==> config.mk <==
export PLATFORM = sky130hd
export DESIGN_NAME = weighted_table_route_select
export DESIGN_NICKNAME = d
export VERILOG_FILES = /design/src/rtl/wtrs_pkg.sv /design/src/rtl/wtrs_mod.sv /design/src/rtl/wtrs_dpath.sv /design/src/rtl/wtrs_ctrl.sv /design/src/rtl/weighted_table_route_select.sv
export VERILOG_INCLUDE_DIRS = /design/src /design/src/rtl
export SDC_FILE = /design/constraint.sdc
export NUM_CORES = 2
export LEC_CHECK = 0
export BUFFER_PORTS_ARGS = -buffer_cell sky130_fd_sc_hd__buf_2
export CAP_MARGIN = 40
export CORE_ASPECT_RATIO = 0.8
export CORE_MARGIN = 2
export CORE_UTILIZATION = 47
export DETAILED_ROUTE_END_ITERATION = 12
export GPL_TIMING_DRIVEN = 0
export PLACE_DENSITY_LB_ADDON = 0.12
export SETUP_SLACK_MARGIN = 0.5
export SYNTH_ARGS = -nofsm -noshare
export SYNTH_HDL_FRONTEND = slang
export SYNTH_MEMORY_MAX_BITS = 65536
export SYNTH_SLANG_ARGS = --single-unit
==> constraint.sdc <==
create_clock -name clk -period 14.9 [get_ports clk]
set_clock_uncertainty 0.1 [all_clocks]
set_input_delay 2.98 -clock clk [delete_from_list [all_inputs] [get_ports clk]]
set_output_delay 2.98 -clock clk [all_outputs]
set_load 0.02 [all_outputs]
==> src/rtl/assert_macros.svh <==
// Assertion macros used by the route select datapath.
// Needs nothing else; define NO_ASSERTIONS to compile them out.
`ifndef ASSERT_MACROS_SVH
`define ASSERT_MACROS_SVH

`ifndef NO_ASSERTIONS

// Checked on every edge outside reset.
`define WTRS_ASSERT(lbl, clk, rst_n, prop, msg) \
  lbl: assert property (@(posedge clk) disable iff (!rst_n) (prop)) else $error(msg);

// Checked on every edge, reset included.
`define WTRS_ASSERT_NR(lbl, clk, prop, msg) \
  lbl: assert property (@(posedge clk) (prop)) else $error(msg);

`else

`define WTRS_ASSERT(lbl, clk, rst_n, prop, msg)

`define WTRS_ASSERT_NR(lbl, clk, prop, msg)

`endif

`endif

==> src/rtl/wtrs_pkg.sv <==
// Types and constants for the weighted table route select block.
// Used by the controller, the datapath and the top level.
`default_nettype none

package wtrs_pkg;

  localparam int OP_W       = 2;
  localparam int VNET_W     = 2;
  localparam int LINK_W     = 4;
  localparam int DEST_W     = 64;
  localparam int WEIGHT_W   = 16;
  localparam int TIE_W      = 5;
  localparam int LCNT_W     = 5;
  localparam int ORD_W      = 4;
  localparam int CFG_IDX_W  = 2;
  localparam int CFG_DATA_W = 5;
  localparam int LFSR_W     = 16;
  localparam logic [LFSR_W-1:0] LFSR_SEED = 16'h0001;

  typedef enum logic [OP_W-1:0] {
    OP_LOOKUP       = 2'd0,
    OP_WRITE_MASK   = 2'd1,
    OP_WRITE_WEIGHT = 2'd2,
    OP_NONE         = 2'd3
  } wtrs_op_t;

  typedef enum logic [CFG_IDX_W-1:0] {
    CFG_LINK_COUNT   = 2'd0,
    CFG_ORDERED_MASK = 2'd1
  } wtrs_cfg_idx_t;

  typedef enum logic [2:0] {
    S_CLEAR,
    S_IDLE,
    S_SCAN,
    S_DIV_GO,
    S_DIV,
    S_PICK,
    S_DONE
  } wtrs_state_t;

  typedef struct packed {
    logic clear_en;
    logic accept;
    logic scan_en;
    logic mod_start;
    logic pick_load;
    logic pick_en;
    logic out_load;
  } wtrs_cmd_t;

  typedef struct packed {
    logic clear_last;
    logic scan_done;
    logic found;
    logic ordered;
    logic mod_done;
    logic pick_done;
    logic out_busy;
  } wtrs_sts_t;

endpackage

`default_nettype wire

==> src/rtl/wtrs_mod.sv <==
// Restoring remainder unit: LFSR value modulo the tie count, one bit a cycle.
// Depends on wtrs_pkg.
`default_nettype none

module wtrs_mod #(
  parameter int DW = 5
) (
  input  wire logic                       clk,
  input  wire logic                       rst_n,
  input  wire logic                       start,
  input  wire logic [wtrs_pkg::LFSR_W-1:0] dividend,
  input  wire logic [DW-1:0]              divisor,
  output logic      [DW-1:0]              rem,
  output logic                            done
);
  import wtrs_pkg::*;

  localparam int CNT_W = $clog2(LFSR_W);

  logic [LFSR_W-1:0] dvd_r;
  logic [DW-1:0]     div_r;
  logic [DW-1:0]     rem_r;
  logic [DW-1:0]     rem_nxt;
  logic [CNT_W-1:0]  cnt_r;
  logic              busy_r;
  logic              done_r;
  logic [DW:0]       shifted;
  logic [DW:0]       diff;

  always_comb begin
    shifted = {rem_r, dvd_r[LFSR_W-1]};
    diff    = shifted - {1'b0, div_r};
    // partial remainder stays below the divisor, so DW bits hold it
    rem_nxt = (shifted >= {1'b0, div_r}) ? diff[DW-1:0] : shifted[DW-1:0];
  end

  always_ff @(posedge clk) begin
    if (!rst_n) begin
      busy_r <= 1'b0;
      done_r <= 1'b0;
      cnt_r  <= '0;
    end else if (start) begin
      busy_r <= 1'b1;
      done_r <= 1'b0;
      cnt_r  <= '0;
    end else if (busy_r) begin
      cnt_r <= cnt_r + 1'b1;
      if (cnt_r == CNT_W'(LFSR_W - 1)) begin
        busy_r <= 1'b0;
        done_r <= 1'b1;
      end
    end
  end

  always_ff @(posedge clk) begin
    if (start) begin
      dvd_r <= dividend;
      div_r <= divisor;
      rem_r <= '0;
    end else if (busy_r) begin
      dvd_r <= {dvd_r[LFSR_W-2:0], 1'b0};
      rem_r <= rem_nxt;
    end
  end

  assign rem  = rem_r;
  assign done = done_r;

endmodule

`default_nettype wire

==> src/rtl/wtrs_dpath.sv <==
// Datapath: route and weight memories, scan registers, LFSR, pick walk,
// config registers and the result register. Depends on wtrs_pkg, wtrs_mod.
`default_nettype none

`include "assert_macros.svh"

module wtrs_dpath #(
  parameter int LINKS     = 16,
  parameter int VNETS     = 4,
  parameter int DEST_BITS = 64
) (
  input  wire logic                           clk,
  input  wire logic                           rst_n,
  input  wire wtrs_pkg::wtrs_cmd_t            cmd,
  output wtrs_pkg::wtrs_sts_t                 sts,
  input  wire logic                           cfg_valid,
  input  wire logic [wtrs_pkg::CFG_IDX_W-1:0]  cfg_index,
  input  wire logic [wtrs_pkg::CFG_DATA_W-1:0] cfg_data,
  input  wire logic [wtrs_pkg::OP_W-1:0]       in_operation,
  input  wire logic [wtrs_pkg::VNET_W-1:0]     in_vnet,
  input  wire logic [wtrs_pkg::LINK_W-1:0]     in_link,
  input  wire logic [wtrs_pkg::DEST_W-1:0]     in_dest_mask,
  input  wire logic [wtrs_pkg::WEIGHT_W-1:0]   in_weight,
  input  wire logic                           out_ready,
  output logic                                out_valid,
  output logic      [wtrs_pkg::LINK_W-1:0]     out_link,
  output logic                                out_no_route,
  output logic      [wtrs_pkg::TIE_W-1:0]      out_tie_count
);
  import wtrs_pkg::*;

  localparam int DEPTH = VNETS * LINKS;
  localparam int AW    = (DEPTH > 1) ? $clog2(DEPTH) : 1;
  localparam int LW    = (LINKS > 1) ? $clog2(LINKS) : 1;
  localparam int CW    = $clog2(LINKS + 1);

  // config
  logic [LCNT_W-1:0] link_count_r;
  logic [ORD_W-1:0]  ordered_r;

  // memories
  logic [DEST_BITS-1:0] route_mem [DEPTH];
  logic [WEIGHT_W-1:0]  weight_mem [LINKS];

  logic [AW-1:0]        clr_addr_r;
  logic                 rwr_en;
  logic [AW-1:0]        rwr_addr;
  logic [DEST_BITS-1:0] rwr_data;
  logic                 wwr_en;
  logic [LW-1:0]        wwr_addr;
  logic [WEIGHT_W-1:0]  wwr_data;
  logic                 rd_en;
  logic [AW-1:0]        rd_addr;
  logic [DEST_BITS-1:0] mem_q_r;
  logic [WEIGHT_W-1:0]  wq_r;

  // lookup item
  logic [VNET_W-1:0]    vnet_r;
  logic [DEST_BITS-1:0] dest_r;
  logic [CW-1:0]        used_r;
  logic [CW-1:0]        used_nxt;
  logic                 vnet_ok;
  logic                 link_ok;
  logic [AW-1:0]        in_addr;

  // scan
  logic [CW-1:0]        iss_r;
  logic                 q_vld_r;
  logic [LW-1:0]        q_idx_r;
  logic                 found_r;
  logic [WEIGHT_W-1:0]  minw_r;
  logic [CW-1:0]        ties_r;
  logic [LINKS-1:0]     cand_r;
  logic                 hit;
  logic [LINKS-1:0]     q_onehot;

  // pick
  logic [LFSR_W-1:0]    lfsr_r;
  logic [CW-1:0]        pick_r;
  logic [CW-1:0]        seen_r;
  logic [LW-1:0]        pi_r;
  logic [LW-1:0]        sel_r;
  logic                 pick_hit;
  logic [CW-1:0]        mod_rem;
  logic                 mod_done;
  logic [6:0]           sel_wide;
  logic [6:0]           ties_wide;

  // result register
  logic                 out_valid_r;
  logic [LINK_W-1:0]    out_link_r;
  logic                 out_no_route_r;
  logic [TIE_W-1:0]     out_tie_r;

  function automatic logic [LFSR_W-1:0] lfsr_next(input logic [LFSR_W-1:0] s);
    logic fb;
    fb = s[0] ^ s[2] ^ s[3] ^ s[5];
    return {fb, s[LFSR_W-1:1]};
  endfunction

  // ---------------------------------------------------------------- config
  always_ff @(posedge clk) begin
    if (!rst_n) begin
      link_count_r <= '0;
      ordered_r    <= '0;
    end else if (cfg_valid) begin
      case (wtrs_cfg_idx_t'(cfg_index))
        CFG_LINK_COUNT:   link_count_r <= cfg_data[LCNT_W-1:0];
        CFG_ORDERED_MASK: ordered_r    <= cfg_data[ORD_W-1:0];
        default: ;
      endcase
    end
  end

  // ---------------------------------------------------------------- memory ports
  always_comb begin
    vnet_ok  = 32'(in_vnet) < VNETS;
    link_ok  = 32'(in_link) < LINKS;
    in_addr  = AW'(32'(in_vnet) * LINKS + 32'(in_link));
    used_nxt = (32'(link_count_r) > LINKS) ? CW'(LINKS) : CW'(link_count_r);

    rwr_en   = 1'b0;
    rwr_addr = in_addr;
    rwr_data = in_dest_mask[DEST_BITS-1:0];
    wwr_en   = 1'b0;
    wwr_addr = LW'(in_link);
    wwr_data = in_weight;
    if (cmd.clear_en) begin
      rwr_en   = 1'b1;
      rwr_addr = clr_addr_r;
      rwr_data = '0;
      wwr_en   = 32'(clr_addr_r) < LINKS;
      wwr_addr = LW'(clr_addr_r);
      wwr_data = '0;
    end else if (cmd.accept) begin
      rwr_en = (wtrs_op_t'(in_operation) == OP_WRITE_MASK) && vnet_ok && link_ok;
      wwr_en = (wtrs_op_t'(in_operation) == OP_WRITE_WEIGHT) && link_ok;
    end

    rd_en   = cmd.scan_en && (iss_r < used_r);
    rd_addr = AW'(32'(vnet_r) * LINKS + 32'(iss_r));
  end

  always_ff @(posedge clk) begin
    if (rwr_en) route_mem[rwr_addr] <= rwr_data;
    if (rd_en)  mem_q_r <= route_mem[rd_addr];
  end

  always_ff @(posedge clk) begin
    if (wwr_en) weight_mem[wwr_addr] <= wwr_data;
    if (rd_en)  wq_r <= weight_mem[LW'(iss_r)];
  end

  always_ff @(posedge clk) begin
    if (!rst_n) clr_addr_r <= '0;
    else if (cmd.clear_en) clr_addr_r <= clr_addr_r + 1'b1;
  end

  // ---------------------------------------------------------------- scan
  always_comb begin
    hit      = q_vld_r && (|(mem_q_r & dest_r));
    q_onehot = LINKS'(1) << q_idx_r;
  end

  always_ff @(posedge clk) begin
    if (cmd.accept) begin
      vnet_r <= in_vnet;
      dest_r <= in_dest_mask[DEST_BITS-1:0];
      // an out of range vnet scans nothing and ends in no route
      used_r <= vnet_ok ? used_nxt : '0;
    end
  end

  always_ff @(posedge clk) begin
    if (!rst_n) begin
      iss_r   <= '0;
      q_vld_r <= 1'b0;
      found_r <= 1'b0;
      ties_r  <= '0;
      cand_r  <= '0;
    end else if (cmd.accept) begin
      iss_r   <= '0;
      q_vld_r <= 1'b0;
      found_r <= 1'b0;
      ties_r  <= '0;
      cand_r  <= '0;
    end else begin
      q_vld_r <= rd_en;
      if (rd_en) iss_r <= iss_r + 1'b1;
      if (hit) begin
        found_r <= 1'b1;
        if (!found_r || (wq_r < minw_r)) begin
          ties_r <= CW'(1);
          cand_r <= q_onehot;
        end else if (wq_r == minw_r) begin
          ties_r <= ties_r + 1'b1;
          cand_r <= cand_r | q_onehot;
        end
      end
    end
  end

  always_ff @(posedge clk) begin
    if (rd_en) q_idx_r <= LW'(iss_r);
    if (hit && (!found_r || (wq_r < minw_r))) minw_r <= wq_r;
  end

  // ---------------------------------------------------------------- pick
  wtrs_mod #(
    .DW (CW)
  ) u_mod (
    .clk      (clk),
    .rst_n    (rst_n),
    .start    (cmd.mod_start),
    .dividend (lfsr_r),
    .divisor  (ties_r),
    .rem      (mod_rem),
    .done     (mod_done)
  );

  assign pick_hit = cmd.pick_en && cand_r[pi_r] && (seen_r == pick_r);

  always_ff @(posedge clk) begin
    if (!rst_n) begin
      lfsr_r <= LFSR_SEED;
    end else if (cmd.pick_load && !ordered_r[vnet_r]) begin
      lfsr_r <= lfsr_next(lfsr_r);
    end
  end

  always_ff @(posedge clk) begin
    if (cmd.pick_load) begin
      pick_r <= ordered_r[vnet_r] ? '0 : mod_rem;
      seen_r <= '0;
      pi_r   <= '0;
    end else if (cmd.pick_en) begin
      pi_r <= pi_r + 1'b1;
      if (cand_r[pi_r] && (seen_r != pick_r)) seen_r <= seen_r + 1'b1;
    end
    if (pick_hit) sel_r <= pi_r;
  end

  // ---------------------------------------------------------------- result
  always_comb begin
    sel_wide  = 7'(sel_r);
    ties_wide = 7'(ties_r);
  end

  always_ff @(posedge clk) begin
    if (!rst_n) out_valid_r <= 1'b0;
    else if (cmd.out_load) out_valid_r <= 1'b1;
    else if (out_ready) out_valid_r <= 1'b0;
  end

  always_ff @(posedge clk) begin
    if (cmd.out_load) begin
      out_link_r     <= found_r ? sel_wide[LINK_W-1:0] : '0;
      out_no_route_r <= !found_r;
      out_tie_r      <= found_r ? ties_wide[TIE_W-1:0] : '0;
    end
  end

  assign out_valid     = out_valid_r;
  assign out_link      = out_link_r;
  assign out_no_route  = out_no_route_r;
  assign out_tie_count = out_tie_r;

  // status is only looked at in the state that owns it
  always_comb begin
    sts.clear_last = clr_addr_r == AW'(DEPTH - 1);
    sts.scan_done  = (iss_r == used_r) && !q_vld_r;
    sts.found      = found_r;
    sts.ordered    = ordered_r[vnet_r];
    sts.mod_done   = mod_done;
    sts.pick_done  = cand_r[pi_r] && (seen_r == pick_r);
    sts.out_busy   = out_valid_r && !out_ready;
  end

  `WTRS_ASSERT(a_lfsr_nonzero, clk, rst_n, lfsr_r != '0, "LFSR reached zero")
  `WTRS_ASSERT(a_found_has_ties, clk, rst_n, found_r |-> (ties_r != '0), "found with no ties")
  `WTRS_ASSERT(a_load_not_busy, clk, rst_n, cmd.out_load |-> !sts.out_busy, "load over held item")
  `WTRS_ASSERT_NR(a_reset_clears_out, clk, !rst_n |=> !out_valid_r, "result valid after reset")

endmodule

`default_nettype wire

==> src/rtl/wtrs_ctrl.sv <==
// Controller state machine: clearing pass, item accept, scan, divide,
// pick walk and result hand-off. Depends on wtrs_pkg.
`default_nettype none

module wtrs_ctrl (
  input  wire logic                     clk,
  input  wire logic                     rst_n,
  input  wire logic                     in_valid,
  input  wire logic [wtrs_pkg::OP_W-1:0] in_operation,
  output logic                          in_ready,
  output wtrs_pkg::wtrs_cmd_t           cmd,
  input  wire wtrs_pkg::wtrs_sts_t      sts
);
  import wtrs_pkg::*;

  wtrs_state_t state_r;
  wtrs_state_t state_nxt;

  always_ff @(posedge clk) begin
    if (!rst_n) state_r <= S_CLEAR;
    else        state_r <= state_nxt;
  end

  always_comb begin
    state_nxt = state_r;
    case (state_r)
      S_CLEAR: begin
        if (sts.clear_last) state_nxt = S_IDLE;
      end
      S_IDLE: begin
        if (in_valid && (wtrs_op_t'(in_operation) == OP_LOOKUP)) state_nxt = S_SCAN;
      end
      S_SCAN: begin
        if (sts.scan_done) begin
          if (!sts.found)      state_nxt = S_DONE;
          else if (sts.ordered) state_nxt = S_PICK;
          else                 state_nxt = S_DIV_GO;
        end
      end
      S_DIV_GO: state_nxt = S_DIV;
      S_DIV: begin
        if (sts.mod_done) state_nxt = S_PICK;
      end
      S_PICK: begin
        if (sts.pick_done) state_nxt = S_DONE;
      end
      S_DONE: begin
        if (!sts.out_busy) state_nxt = S_IDLE;
      end
      default: state_nxt = S_CLEAR;
    endcase
  end

  always_comb begin
    cmd      = '0;
    in_ready = 1'b0;
    case (state_r)
      S_CLEAR: cmd.clear_en = 1'b1;
      S_IDLE: begin
        in_ready   = 1'b1;
        cmd.accept = in_valid;
      end
      S_SCAN: begin
        cmd.scan_en   = 1'b1;
        cmd.pick_load = sts.scan_done && sts.found && sts.ordered;
      end
      S_DIV_GO: cmd.mod_start = 1'b1;
      S_DIV:    cmd.pick_load = sts.mod_done;
      S_PICK:   cmd.pick_en   = 1'b1;
      S_DONE:   cmd.out_load  = !sts.out_busy;
      default: ;
    endcase
  end

endmodule

`default_nettype wire

==> src/rtl/weighted_table_route_select.sv <==
// Weighted table route select: route table writes and min-weight lookups.
// Depends on wtrs_pkg, wtrs_ctrl, wtrs_dpath (and wtrs_mod below it).
//
// After reset the block clears its route and weight memories, one entry a
// cycle, all VNETS*LINKS route entries (64 at the defaults); in_ready stays
// low meanwhile, config writes are taken at any time. Mask and weight writes
// are done at acceptance, so in_ready stays high across them. A lookup reads
// the route and weight memories one link a cycle through their single read
// port for the scan, then for unordered vnets a remainder step (16 bits, one
// a cycle), then a walk over the candidate set to the chosen link, then the
// result is loaded into the result register, and in_ready is high again
// while it is shown. The result register lets the next item be taken while
// a result waits; a later lookup holds its result back until the earlier
// one is taken.
`default_nettype none

module weighted_table_route_select #(
  parameter int LINKS     = 16,
  parameter int VNETS     = 4,
  parameter int DEST_BITS = 64
) (
  input  wire logic                            clk,
  input  wire logic                            rst_n,
  input  wire logic                            cfg_valid,
  output logic                                 cfg_ready,
  input  wire logic [wtrs_pkg::CFG_IDX_W-1:0]   cfg_index,
  input  wire logic [wtrs_pkg::CFG_DATA_W-1:0]  cfg_data,
  input  wire logic                            in_valid,
  output logic                                 in_ready,
  input  wire logic [wtrs_pkg::OP_W-1:0]        in_operation,
  input  wire logic [wtrs_pkg::VNET_W-1:0]      in_vnet,
  input  wire logic [wtrs_pkg::LINK_W-1:0]      in_link,
  input  wire logic [wtrs_pkg::DEST_W-1:0]      in_dest_mask,
  input  wire logic [wtrs_pkg::WEIGHT_W-1:0]    in_weight,
  output logic                                 out_valid,
  input  wire logic                            out_ready,
  output logic      [wtrs_pkg::LINK_W-1:0]      out_link,
  output logic                                 out_no_route,
  output logic      [wtrs_pkg::TIE_W-1:0]       out_tie_count
);
  import wtrs_pkg::*;

  wtrs_cmd_t cmd;
  wtrs_sts_t sts;

  assign cfg_ready = 1'b1;

  wtrs_ctrl u_ctrl (
    .clk          (clk),
    .rst_n        (rst_n),
    .in_valid     (in_valid),
    .in_operation (in_operation),
    .in_ready     (in_ready),
    .cmd          (cmd),
    .sts          (sts)
  );

  wtrs_dpath #(
    .LINKS     (LINKS),
    .VNETS     (VNETS),
    .DEST_BITS (DEST_BITS)
  ) u_dpath (
    .clk           (clk),
    .rst_n         (rst_n),
    .cmd           (cmd),
    .sts           (sts),
    .cfg_valid     (cfg_valid),
    .cfg_index     (cfg_index),
    .cfg_data      (cfg_data),
    .in_operation  (in_operation),
    .in_vnet       (in_vnet),
    .in_link       (in_link),
    .in_dest_mask  (in_dest_mask),
    .in_weight     (in_weight),
    .out_ready     (out_ready),
    .out_valid     (out_valid),
    .out_link      (out_link),
    .out_no_route  (out_no_route),
    .out_tie_count (out_tie_count)
  );

endmodule

`default_nettype wire
==> out/qor.txt <==
status: complete, no violations
total number of vias: 84800
Final Max Slew Viols: 0
Post-CTS Hold Buffers: 0
cell-internal power: 26200 uW
DP HPWL: 354000 um
Die ar.: 0.381 mm^2
Tmin final: 5.60 ns
Initial Utilization: 0.472
Max Buffers Root-to-Sink: 4
Netlist Area Pre-Place: 0.177 mm^2
total track usage: 0.265
Final GP Congestion: 0.789
DRC viols: 0
CTS-repair resized insts: 0
clock group share of total power: 0.315
die width: 689 um
Final nets: 8297
largest net degree at the start of global routing: 65
drt wl/cell: 37.2 um
Final period util: 0.376
Post-CTS Setup Bufs: 0
first-pass GRT wire length: 690000 um
Worst-Margin Slew: 0.981 ns
die height: 552 um
combinational share of power: 0.218
ys async rst share: 0
Power Density: 175 mW/mm^2
row cnt: 201
switch share: 0.279
maximum vdd drop: 125 uV
clock sink total: 4646
slowest stage delay, CP: 0.87 ns
Yosys warnings: 0
Detail Route Antenna Nets: 0
leakage power: 0.0643 uW
worst endpoint required time: 15.48 ns
NetSw: 10100 uW
Synth Flop Type: edfxtp_1
CP top delay family: simple AND/OR/NAND/NOR gates
CP Capture Type: flip-flop
max-capacitance violation count: 0
final worst slack: 9.30 ns
Mapped Cells: 7121
HP Class: flip-flop to flip-flop
H-tree depth: 5
commonest non-fill, non-tap cell in the layout: edfxtp_1
f_max: 178 MHz
slowest CP cell: nor2_4
CP most frequent cell: buf_12
EDFF count, synth: 4563
startpoint types: input port
CTS clk-pin slew, worst paths: 0.06 ns
crit path DAT: 6.18 ns
Place WS: 8.32 ns
Finish-stage setup viols: 0
Total Wirelength: 504000 um
Vias/cell: 6.26
Slew Limit Headroom: 0.346
CTS tree: yes
FF+latch count, synth: 4646
Initial DRT Pass Iterations: 6
RSZ-0062 raised after global routing: false
endpoints failing hold: 0
vias in the first global route: 83500
area grow syn2layout: 17.6%
CP Cell Sequence: buf_2, nand2_1, inv_4, a31o_2, nand2b_1, nor2_4, buf_12, buf_12
CTS buffer count: 456
root buffer cell: clkbuf_16
fillers: 27300
commonest non-fill, non-tap cells in the layout: edfxtp_1 (4563), mux4_2 (1430), clkbuf_16 (463)
1st-iter DRT viols: 12300
Seq pwr share: 0.467
Seq/Total Area, Yosys: 0.785
Avg Inst Size Synth: 24.8 um^2
Worst-Skew Late Latency: 1.02 ns
port bufs: 110
Power, Total: 36300 uW
boundary pin count: 113
Setup CP Type: input port to flip-flop
initial antenna violation count: 54
Core Region: 0.374 mm^2
CP bufs+invs: 4
syn nets: 7255
grt ovf: 0
share of cells above drive strength 1: 0.344
Yosys cell types: 54
CP Max Fanout: 28
-- power groups by stage --
| stage | Sequential, uW | Clock (uW) | Combinational, uW |
|---|---|---|---|
| 6_report | 16900 | 11400 | 7920 |
| 5_1_grt | 17000 | 12100 | 8330 |
| 4_1_cts | 16900 | 11600 | 7940 |
| 3_5_place_dp | 17200 | 0 | 7920 |
| 3_3_place_gp | 17500 | 0 | 6860 |
| 2_1_floorplan | 17300 | 0 | 4220 |
-- cell usage after synthesis (22+ instances only) --
cell      instances  area share
buf_1            23     0.00049
and2_1           98      0.0035
mux4_2         1430        0.18
a21oi_1          22     0.00062
inv_1            35     0.00074
buf_2           116      0.0033
a22o_1           27      0.0013
mux2i_1          33      0.0019
clkbuf_1        206      0.0044
dfxtp_1          83      0.0094
edfxtp_1       4563        0.78
nand2_1         101      0.0021
nor2b_1          42      0.0015
ha_1             33      0.0023
nor2_1          118      0.0025
-- registers in the layout, summed over array words and instances, names as in the netlist, 6 cells and up --
register / cells
u_dpath.cand_r: 16
u_dpath.dest_r: 64
u_dpath.mem_q_r: 64
u_dpath.lfsr_r: 16
u_dpath.route_mem: 4096
u_dpath.minw_r: 16
u_dpath.wq_r: 16
u_dpath.weight_mem: 256
u_dpath.u_mod.dvd_r: 16
u_dpath.clr_addr_r: 6
-- final timing paths --
| path | depth (start not counted) | slack, ns | start | end |
|---|---|---|---|---|
| worst max-delay path | 8 | 9.30 | in_valid | u_dpath.route_mem[45][63] |
| worst min-delay path | 0 | 0.36 | u_dpath.wq_r[13] | u_dpath.minw_r[13] |
| worst max register to register | 8 | 9.90 | u_dpath.iss_r[1] | u_dpath.wq_r[3] |
| worst min register to register | 0 | 0.36 | u_dpath.wq_r[13] | u_dpath.minw_r[13] |
-- worst register-to-register path, stage by stage, from the launching register on --
cell and delay [ns]:
dfxtp_1 0.42, buf_2 0.33, buf_2 0.64, buf_2 0.48
buf_2 0.57, buf_2 0.40, clkbuf_1 0.70, mux4_2 0.46
mux4_2 0.63
-- routing by layer --
layer | vias up | GRT usage | part of all wire | routed length, um
li1 | 33000 | - | - | -
met1 | 46800 | 0.394 | 0.41 | 208000
met2 | 4360 | 0.405 | 0.46 | 234000
met3 | 601 | 0.0589 | 0.10 | 50400
met4 | 2 | 0.0592 | 0.023 | 11600
met5 | - | 0 | 0.000026 | 13
-- cell type report --
class                           instances  area [um^2]  share of cell area
Tap cell                             4973         6220              0.0299
Clock inverter                        264         2580              0.0124
Sequential cell                      4646       139000               0.667
Buffer                                351         1540             0.00742
Clock buffer                          575        12100              0.0581
Inverter                               35          139            0.000668
Multi-Input combinational cell       2089        36900               0.178
Timing Repair Buffer                  584         9510              0.0458
Antenna cell                           36         90.1            0.000434
-- stage by stage --
stage                     setup TNS [ns]  hold WS [ns]   util  cells  cell area, um^2
after floorplan                        0         0.326      -   7121           177000
after global placement          -1104.58         0.341  0.490  12200           183000
after detailed placement               0         0.346  0.515  12700           193000
after CTS                              0         0.366  0.555  13500           208000
after global routing                   0         0.372  0.555  13500           208000
final                                  0         0.363  0.555  13600           208000
-- kinds of logic (layout without fill, tap and decap cells) --
kind of cell / count (synthesis) / in the layout / synth area share
AND/OR/NAND/NOR: 452 / 452 / 0.0128
XOR/XNOR: 29 / 29 / 0.00144
multiplexers: 1463 / 1463 / 0.184
other: 1 / 37 / 0.0000212
adder cells (fa/ha/maj): 34 / 34 / 0.00245
flip-flops: 4646 / 4646 / 0.785
AO/OA/AOI/OAI: 110 / 110 / 0.00470
buffers and inverters: 386 / 1809 / 0.00926
(Power assumes the default switching activity.)
